--- src/design/swm_pkg.sv ---
`timescale 1ns / 1ps
// ----------------------------------------------------------------------------
// swm_pkg
// shared constants, opcodes, fault codes and control structs of the
// segmented word machine core
// ----------------------------------------------------------------------------
package swm_pkg;

    localparam int SEG_COUNT = 16;
    localparam int SEG_WORDS = 256;
    localparam int SEG_BITS  = $clog2(SEG_COUNT);
    localparam int OFF_BITS  = $clog2(SEG_WORDS);
    localparam int LEN_W     = OFF_BITS + 1;
    localparam int ADDR_W    = SEG_BITS + OFF_BITS;
    localparam int ID_W      = SEG_BITS + 1;
    localparam int OP_SHIFT  = 28;
    localparam int LV_SHIFT  = 25;

    localparam logic [3:0] OP_CMOV  = 4'd0;
    localparam logic [3:0] OP_LOAD  = 4'd1;
    localparam logic [3:0] OP_STORE = 4'd2;
    localparam logic [3:0] OP_ADD   = 4'd3;
    localparam logic [3:0] OP_MUL   = 4'd4;
    localparam logic [3:0] OP_DIV   = 4'd5;
    localparam logic [3:0] OP_NAND  = 4'd6;
    localparam logic [3:0] OP_HALT  = 4'd7;
    localparam logic [3:0] OP_MAP   = 4'd8;
    localparam logic [3:0] OP_UNMAP = 4'd9;
    localparam logic [3:0] OP_OUT   = 4'd10;
    localparam logic [3:0] OP_IN    = 4'd11;
    localparam logic [3:0] OP_LOADP = 4'd12;
    localparam logic [3:0] OP_LV    = 4'd13;

    localparam logic [3:0] FLT_NONE   = 4'd0;
    localparam logic [3:0] FLT_DIV0   = 4'd1;
    localparam logic [3:0] FLT_SEG    = 4'd2;
    localparam logic [3:0] FLT_OFF    = 4'd3;
    localparam logic [3:0] FLT_MAP    = 4'd4;
    localparam logic [3:0] FLT_UNMAP  = 4'd5;
    localparam logic [3:0] FLT_OUT    = 4'd6;
    localparam logic [3:0] FLT_PC     = 4'd7;
    localparam logic [3:0] FLT_PLONG  = 4'd8;

    typedef struct packed {
        logic latch_in;
        logic start_load;
        logic fault_pc;
        logic fetch;
        logic latch_instr;
        logic cap_c;
        logic cap_b;
        logic cap_a;
        logic exec;
        logic mem_wb;
        logic mul_wb;
        logic div_step;
        logic div_wb;
        logic zero_step;
        logic copy_rd;
        logic copy_wr;
        logic finish;
    } cmd_t;

    typedef struct packed {
        logic       mode;
        logic       halted;
        logic       pc_bad;
        logic [3:0] op;
        logic       fault;
        logic       div_last;
        logic       zero_last;
        logic       copy_go;
        logic       copy_last;
        logic       res_free;
    } sts_t;

endpackage

--- src/design/swm_ctrl.sv ---
`timescale 1ns / 1ps
// ----------------------------------------------------------------------------
// swm_ctrl
// sequencer: fetch, operand read, execute and the multi-cycle sweeps
// ----------------------------------------------------------------------------
module swm_ctrl import swm_pkg::*;
(
    input  logic clk,
    input  logic rst_n,
    input  logic in_valid,
    output logic in_stall,
    input  sts_t sts,
    output cmd_t cmd
);

    localparam logic [3:0] S_IDLE  = 4'd0;
    localparam logic [3:0] S_START = 4'd1;
    localparam logic [3:0] S_FETCH = 4'd2;
    localparam logic [3:0] S_RDC   = 4'd3;
    localparam logic [3:0] S_RDB   = 4'd4;
    localparam logic [3:0] S_RDA   = 4'd5;
    localparam logic [3:0] S_EXEC  = 4'd6;
    localparam logic [3:0] S_MEMWB = 4'd7;
    localparam logic [3:0] S_MULWB = 4'd8;
    localparam logic [3:0] S_DIV   = 4'd9;
    localparam logic [3:0] S_DIVWB = 4'd10;
    localparam logic [3:0] S_ZERO  = 4'd11;
    localparam logic [3:0] S_CPRD  = 4'd12;
    localparam logic [3:0] S_CPWR  = 4'd13;
    localparam logic [3:0] S_DONE  = 4'd14;

    logic [3:0] state_reg;
    logic [3:0] state_next;

    assign in_stall = (state_reg != S_IDLE);

    always_comb
    begin
        cmd        = '0;
        state_next = state_reg;
        case (state_reg)
            S_IDLE:
            begin
                if (in_valid)
                begin
                    cmd.latch_in = 1'b1;
                    state_next   = S_START;
                end
            end
            S_START:
            begin
                if (sts.halted)
                begin
                    state_next = S_DONE;
                end
                else if (!sts.mode)
                begin
                    cmd.start_load = 1'b1;
                    state_next     = S_DONE;
                end
                else if (sts.pc_bad)
                begin
                    cmd.fault_pc = 1'b1;
                    state_next   = S_DONE;
                end
                else
                begin
                    cmd.fetch  = 1'b1;
                    state_next = S_FETCH;
                end
            end
            S_FETCH:
            begin
                cmd.latch_instr = 1'b1;
                state_next      = S_RDC;
            end
            S_RDC:
            begin
                cmd.cap_c  = 1'b1;
                state_next = S_RDB;
            end
            S_RDB:
            begin
                cmd.cap_b  = 1'b1;
                state_next = S_RDA;
            end
            S_RDA:
            begin
                cmd.cap_a  = 1'b1;
                state_next = S_EXEC;
            end
            S_EXEC:
            begin
                cmd.exec   = 1'b1;
                state_next = S_DONE;
                if (!sts.fault)
                begin
                    case (sts.op)
                        OP_LOAD:  state_next = S_MEMWB;
                        OP_MUL:   state_next = S_MULWB;
                        OP_DIV:   state_next = S_DIV;
                        OP_MAP:   state_next = S_ZERO;
                        OP_LOADP: state_next = sts.copy_go ? S_CPRD : S_DONE;
                        default:  state_next = S_DONE;
                    endcase
                end
            end
            S_MEMWB:
            begin
                cmd.mem_wb = 1'b1;
                state_next = S_DONE;
            end
            S_MULWB:
            begin
                cmd.mul_wb = 1'b1;
                state_next = S_DONE;
            end
            S_DIV:
            begin
                cmd.div_step = 1'b1;
                if (sts.div_last)
                    state_next = S_DIVWB;
            end
            S_DIVWB:
            begin
                cmd.div_wb = 1'b1;
                state_next = S_DONE;
            end
            S_ZERO:
            begin
                cmd.zero_step = 1'b1;
                if (sts.zero_last)
                    state_next = S_DONE;
            end
            S_CPRD:
            begin
                cmd.copy_rd = 1'b1;
                state_next  = S_CPWR;
            end
            S_CPWR:
            begin
                cmd.copy_wr = 1'b1;
                state_next  = sts.copy_last ? S_DONE : S_CPRD;
            end
            S_DONE:
            begin
                if (sts.res_free)
                begin
                    cmd.finish = 1'b1;
                    state_next = S_IDLE;
                end
            end
            default:
            begin
                state_next = S_IDLE;
            end
        endcase
    end

    always_ff @(posedge clk or negedge rst_n)
    begin
        if (!rst_n)
            state_reg <= S_IDLE;
        else
            state_reg <= state_next;
    end

endmodule

--- config.mk ---
export PLATFORM = sky130hd
export DESIGN_NAME = swm_ctrl
export DESIGN_NICKNAME = d
export VERILOG_FILES = /design/src/design/swm_pkg.sv /design/src/design/swm_ctrl.sv
export SDC_FILE = /design/constraint.sdc
export NUM_CORES = 1
export LEC_CHECK = 0
export BUFFER_PORTS_ARGS = -buffer_cell sky130_fd_sc_hd__buf_2
export CAP_MARGIN = 40
export CORE_MARGIN = 5
export CORE_UTILIZATION = 40
export CTS_CLUSTER_DIAMETER = 40
export DETAILED_ROUTE_END_ITERATION = 16
export PLACE_DENSITY = 0.76
export SYNTH_ARGS = -nofsm -noshare
export SYNTH_HDL_FRONTEND = slang
export SYNTH_SLANG_ARGS = --single-unit
--- constraint.sdc ---
create_clock -name clk -period 1.9 [get_ports clk]
set_clock_uncertainty 0.15 [all_clocks]
set_input_delay 0.19 -clock clk [delete_from_list [all_inputs] [get_ports clk]]
set_output_delay 0.19 -clock clk [all_outputs]
set_load 0.01 [all_outputs]
-- Word-level counts from Yosys, hierarchy flattened
Index checks and enable logic that the tools add are counted.
- bits in registers: 4
- input bits: 16
- word-level logic and storage cells: 62
- eq/ne operators: 23
- multiplexer cells: 34
- reduce and logical (&&, ||, !) cells: 4
- operator list (kind ; number):
    case mux 4 bit (13 select lines) ; 1
    equality test 4 bit (second input constant) ; 9
    2-to-1 mux 4 bit ; 8
    equality test 4 x 3 -> 1 bit (second input constant) ; 6
    case mux 4 bit (5 select lines) ; 1
    2-to-1 mux 1 bit ; 19
    equality test 4 x 1 -> 1 bit (second input constant) ; 2
    equality test 4 x 2 -> 1 bit (second input constant) ; 2
    != test 2 bit (second input constant) ; 4
    2-to-1 mux 2 bit ; 3
    2-to-1 mux 3 bit ; 2
    logical NOT 4 bit ; 1
    AND reduction 4 bit ; 1
    nonzero test 4 bit ; 1
    OR reduction 3 bit ; 1

-- Depth between registers and ports, before layout
Gate-level depths: netlist of run 1.
- word-level depth: 4
- depth in mapped cells: 5
- gate-level depth less buffers: 4

-- Least setup slack after synthesis of run 1
No wires, ideal clock.
- path type: register -> register
- from: register state_reg[1]
- to: register state_reg[1]
- data arrival time: 1.371 ns
- slack: 0.256 ns
- cell stages (with the launch flop): 5
- cells stage by stage: dfrtp_1 mux2_4 or3_4 o21a_1 o221a_1
- cells in the longest elaborated chain, start to end: 3
- ends and longest elaborated chain (item ; RTL line ; source):
    start: declaration ; swm_ctrl.sv:32 ; logic [3:0] state_reg;
    start signal: assignment ; swm_ctrl.sv:165 ; state_reg <= state_next;
    equality test 4 bit (tied with other cells) ; swm_ctrl.sv:41 ; case (state_reg)
    OR reduction 3 bit (no line) or != test 2 bit (tied branches) ; -- ;
    case mux 4 bit (13 select lines) or AND reduction 4 bit (tied branches) ; -- ;
Several ways; a longest one is shown, not always the timed one.
A chain may end at the register's enable or synchronous reset.

==> results of run 1 <==
-- cell type report --
cell class                      instances  area, sq um
Timing Repair Buffer                   37          198
Inverter                                5         18.8
Fill cell                             119          522
Sequential cell                         4          101
Tap cell                               15         18.8
Clock buffer                            3         22.5
Multi-Input combinational cell         64          388
-- cell usage after synthesis (2+ instances only) --
master	count	area (sq um)
nor4_1	2	12.5
clkbuf_1	2	7.51
inv_1	4	15.0
and3_1	3	18.8
dfrtp_1	4	100
o21ai_1	2	10.0
nand2b_1	4	25.0
or3b_1	2	17.5
buf_2	2	10.0
a21oi_1	2	10.0
nor3_1	7	35.0
o22ai_1	2	12.5
nor2_1	14	52.6
nand2_1	7	26.3
nor3b_1	2	15.0
a31oi_1	2	12.5
-- critical path, cell delays in order (launching register included) --
cell and delay, ps:
dfrtp_2 460, or2_1 330, nor4_1 260, buf_2 170
-- worst max-delay path by stage --
stage                              from                  endpoint  depth (start not counted)
3_5_place_dp   state_reg[2]$_DFFE_PN0P_  state_reg[1]$_DFFE_PN0P_                          4
2_1_floorplan  state_reg[1]$_DFFE_PN0P_  state_reg[1]$_DFFE_PN0P_                          4
6_report       state_reg[2]$_DFFE_PN0P_                   cmd[14]                          3
5_1_grt        state_reg[0]$_DFFE_PN0P_                   cmd[14]                          3
3_3_place_gp   state_reg[2]$_DFFE_PN0P_  state_reg[1]$_DFFE_PN0P_                          4
4_1_cts        state_reg[2]$_DFFE_PN0P_                   cmd[14]                          3
-- power breakdown --
group          switching (mW)  internal (mW)
clock                  0.0298         0.0703
combinational           0.402          0.306
sequential             0.0915          0.132
total                   0.523          0.508
-- kinds of logic (layout without fill, tap and decap cells) --
kind of cell / Yosys count / in the layout / share of synthesized area, %
muxes: 1 / 1 / 2.84
DFF: 4 / 4 / 18.9
buffers and inverters: 10 / 45 / 8.27
and+or+nand+nor: 46 / 46 / 45.2
AOI/OAI and AO/OA: 17 / 17 / 24.8
-- routing by layer --
| metal | global-route usage, % | vias up |
|---|---|---|
| li1 | - | 358 |
| met1 | 22.0 | 319 |
| met2 | 26.6 | 32 |
| met3 | 3.91 | 0 |
| met4 | 5.11 | 0 |
| met5 | 0 | - |
-- timing repair --
item | in CTS | in global routing
gates resized for setup | 1 | 3
hold endpoints to repair | 4 | 0
endpoints found under the setup margin | 1 | 2
hold buffers | 1 | 0
==> out/results.ini, run 1 <==
[outcome]
status = finished, final reports clean

[clock_network]
clockRootBuffer = clkbuf_4
clk_pin_slew_ps = 40
clock_latency_ps = 230
tritoncts = done
cts_setup_buffers = 0
cts_max_path_buffers = 2
h-tree-depth = 1
cts_sinks = 4
cts_buffers = 3

[sta]
setup_tns_ps = 0
period_share_pct = 94.6
slew-limit-headroom_pct = 71.4
setup_ws_ps = 103
slew_violations = 0
tightest_slew_ps = 429
fmax_mhz = 557
whs_ps = 138
rsz0062_at_grt = no
setup_viol = 0
hold_viol = 0
fin_crit_ps = 1800

[flow_run]
maxCapViolCount = 0

[routing]
wl_met3_um = 160
drc_errors = 0
dr.pass1.iters = 4
wl_met2_um = 754
ant_nets = 0
routed_wl_um = 1650
viasPerCell = 5.54
vias = 709
maxUsedRoutingLayer = met3
met1_length_um = 731
post_drt_wl_per_cell_um = 12.9
first_iter_violations = 25

[floorplan]
die_w_um = 46.4
initial_core_util_pct = 41.7
ios = 34
die_h_um = 46.4
die_area_sq_um = 2150
rows = 13
core_area_sq_um = 1270

[power]
peakVddDrop_v = 0.000654
leakagePower_nw = 0.376
powerDensity_nw_per_um2 = 1380
power_mw = 1.03

[worst_setup_path]
critical_path_class = reg2out
crit_arrival_ps = 1460
critPathMaxFanout = 11
r2r-end = state_reg[1]$_DFFE_PN0P_
critPathCaptureType = output pin
worstReg2RegStart = state_reg[0]$_DFFE_PN0P_
cp-start-kind = flip-flop
required_ps = 1560
r2r_cells = 4
r2r_slack_ps = 140

[placement]
gp_congestion = 0.822
dp.cells = 124
place_ws_ps = 126
numPortBuffers = 33
dp_hpwl_um = 1310
placed_area_sq_um = 711

[logic_synthesis]
yosys_most_used_dff = dfrtp_1
synth-seq-cells = 4
synth_edf_count = 0
yosysSeqAreaShare_pct = 18.9
syn_avg_cell_area_sq_um = 6.79
synthCells = 78
synthArstFlopShare_pct = 100
synth.distinct_cells = 33
yosys_warnings = 0
synth_nets = 94
synthesis.area_sq_um = 529

[finish]
largest_reg_flops = 4
fin_area_sq_um = 747
antennaDiodeCount = 0
drive_above_1_share_pct = 41.6
final_cell_mix = buf_2 (33), nor2_1 (14), nor3_1 (7)
stdcell_count = 128
areaGrowthSynthToFinish_pct = 41.1
layout.nets = 131
final_common_cell = buf_2
utilization_pct = 58.9

[grt]
grt_max_degree = 14
first_global_vias = 691
antenna_found_initial = 0
grt_usage_pct = 16.7
grt_first_pass_wirelength_um = 2700
grt_overflow = 0

[min_path]
hp-class = in2async

(Power assumes the default switching activity.)
==> run 2: changes to the inputs <==
--- a/config.mk
+++ b/config.mk
@@ -5,12 +5,13 @@
 export SDC_FILE = /design/constraint.sdc
 export NUM_CORES = 1
 export LEC_CHECK = 0
-export BUFFER_PORTS_ARGS = -buffer_cell sky130_fd_sc_hd__buf_2
+export BUFFER_PORTS_ARGS = -buffer_cell sky130_fd_sc_hd__buf_4
 export CAP_MARGIN = 40
 export CORE_MARGIN = 5
 export CORE_UTILIZATION = 40
 export CTS_CLUSTER_DIAMETER = 40
 export DETAILED_ROUTE_END_ITERATION = 16
+export GPL_TIMING_DRIVEN = 0
 export PLACE_DENSITY = 0.76
 export SYNTH_ARGS = -nofsm -noshare
 export SYNTH_HDL_FRONTEND = slang
==> run 2 against run 1 <==
Against the previous run:
- count of clock-buffer cells in the layout did not move
- sequential share of layout area fell by 1.6 points
- fmax rose by 0.96%
- register-to-register slack got worse by 20 ps
- sequential power fell by 19%
- setup slack improved by 17 ps
- global-route usage rose by 1.6 points
- via count rose by 0.99%
- cell count rose by 0.78%
- hold slack improved by 15 ps
- core utilization rose by 7.1 points
- critical path type unchanged
==> out/results.ini, run 2 (synthesized netlist as in run 1, its figures left out) <==
[floorplan]
initial_core_util_pct = 41.7  ; unchanged
ios = 34  ; unchanged
rows = 13  ; unchanged
core_area_sq_um = 1270  ; unchanged
die_w_um = 46.4  ; unchanged
die_area_sq_um = 2150  ; unchanged
die_h_um = 46.4  ; unchanged

[grt]
grt_overflow = 0  ; unchanged
grt_first_pass_wirelength_um = 2830  ; +4.9%
antenna_found_initial = 0  ; unchanged
first_global_vias = 713  ; +3.2%
grt_max_degree = 11  ; -3
grt_usage_pct = 18.3  ; +1.6 points

[worst_setup_path]
critPathCaptureType = output pin
critPathMaxFanout = 10  ; -1
cp_slowest_stage_delay_ps = 350  ; -110 ps
critPathBufInv = 2  ; +1
cpMaxStageDelayCell = dfrtp_1
cp-start-kind = flip-flop
critical_path.top_delay_family = simple AND/OR/NAND/NOR gates
critical_path_class = reg2out
worst_path_most_repeated_cell = buf_4
critical_path.cell_chain = buf_4 -> or2_4 -> nor4_2 -> buf_4
crit_arrival_ps = 1440  ; -20 ps
required_ps = 1560  ; about the same

[finish]
stdcell_count = 129  ; +0.78%
antennaDiodeCount = 0  ; unchanged
layout.nets = 132  ; +0.76%
largest_reg_flops = 4  ; unchanged
final_cell_mix = buf_4 (34), nor2_1 (14), nor3_1 (7)
fill_cells = 130  ; +9.2%
areaGrowthSynthToFinish_pct = 58.2
final_common_cell = buf_4
drive_above_1_share_pct = 42.1  ; +0.51 points
fin_area_sq_um = 837  ; +12%
seq_area_sq_um = 100  ; -1.2%
multi_input_area_sq_um = 397  ; +2.3%

[routing]
routed_wl_um = 1820  ; +11%
post_drt_wl_per_cell_um = 14.1  ; +10%
vias = 716  ; +0.99%
first_iter_violations = 14  ; -44%
drc_errors = 0  ; unchanged
ant_nets = 0  ; unchanged
viasPerCell = 5.55  ; +0.20%
dr.pass1.iters = 4  ; unchanged

[clock_network]
clk_pin_slew_ps = 40  ; about the same
cts_sinks = 4  ; unchanged
clockRootBuffer = clkbuf_4
h-tree-depth = 1  ; unchanged
cts_setup_buffers = 0  ; unchanged
cts_max_path_buffers = 2  ; unchanged
tritoncts = done
clock_latency_ps = 240  ; about the same
cts_buffers = 3  ; unchanged

[sta]
period_share_pct = 93.7  ; -0.90 points
setup_tns_ps = 0  ; unchanged
tightest_slew_ps = 257  ; -173 ps
slew_violations = 0  ; unchanged
fin_crit_ps = 1780  ; -17.0 ps
setup_viol = 0  ; unchanged
fmax_mhz = 562  ; +0.96%
setup_ws_ps = 120  ; +17.0 ps
rsz0062_at_grt = no
hold_viol = 0  ; unchanged
slew-limit-headroom_pct = 82.8  ; +11 points

[outcome]
status = finished, final reports clean

[placement]
placed_area_sq_um = 796  ; +12%
dp.cells = 126  ; +1.6%
dp_hpwl_um = 1430  ; +9.0%
place_ws_ps = 163  ; +37.0 ps
gp_congestion = 0.765  ; -6.9%
numPortBuffers = 33  ; unchanged

[min_path]
hp-class = in2async

[power]
powerDensity_nw_per_um2 = 1320  ; -4.2%
peakVddDrop_v = 0.000673  ; +2.9%
leakagePower_nw = 0.396  ; +5.5%

[flow_run]
maxCapViolCount = 0  ; unchanged

run 2: final timing paths:
kind | to | startpoint | slack, ps | cells after the start
setup / recovery | cmd[15] | state_reg[3]$_DFFE_PN0P_ | 120 | 4
hold / removal | state_reg[2]$_DFFE_PN0P_ | rst_n | 150 | 2
setup reg to reg | state_reg[1]$_DFFE_PN0P_ | state_reg[1]$_DFFE_PN0P_ | 120 | 4
hold reg to reg | state_reg[0]$_DFFE_PN0P_ | state_reg[0]$_DFFE_PN0P_ | 590 | 3
max in group asynchronous | state_reg[1]$_DFFE_PN0P_ | rst_n | 1350 | 2
min in group clk | state_reg[0]$_DFFE_PN0P_ | sts[5] | 190 | 4
run 2: per-layer routing:
metal	track usage, %	up-vias	routed length, um
li1	-	354	-
met1	20.6	309	723
met2	32.4	47	887
met3	1.17	6	192
met4	11.9	0	21
met5	0	-	0
run 2: area by class of cell:
class	count	area share [%]
sequential	4	12.0
inverter	5	2.24
timing repair buffer	34	30.8
tap	15	2.24
clock buffer	3	2.69
multi-input combinational	64	47.4
buffer	4	2.69
run 2: repair_timing:
action                                  in CTS  in global routing
gates resized for setup                      1                  4
endpoints found under the hold margin        4                  0
pin swaps                                    1                  1
endpoints found under the setup margin       2                  3
hold buffers                                 1                  0
run 2: report_power, final:
| group | internal, mW | switching, mW |
|---|---|---|
| sequential | 0.130 | 0.0498 |
| combinational | 0.355 | 0.465 |
| clock | 0.0708 | 0.0362 |
| total | 0.556 | 0.551 |
run 2: per-stage QoR:
stage | util (%) | hold slack [ps] | power (mW)
after floorplan | - | -256 | 0.704
after global placement | 62.7 | -165 | 0.965
after detailed placement | 62.7 | -163 | 0.972
after CTS | 65.4 | 128 | 1.09
after global routing | 66.0 | 160 | 1.20
final | 66.0 | 153 | 1.11
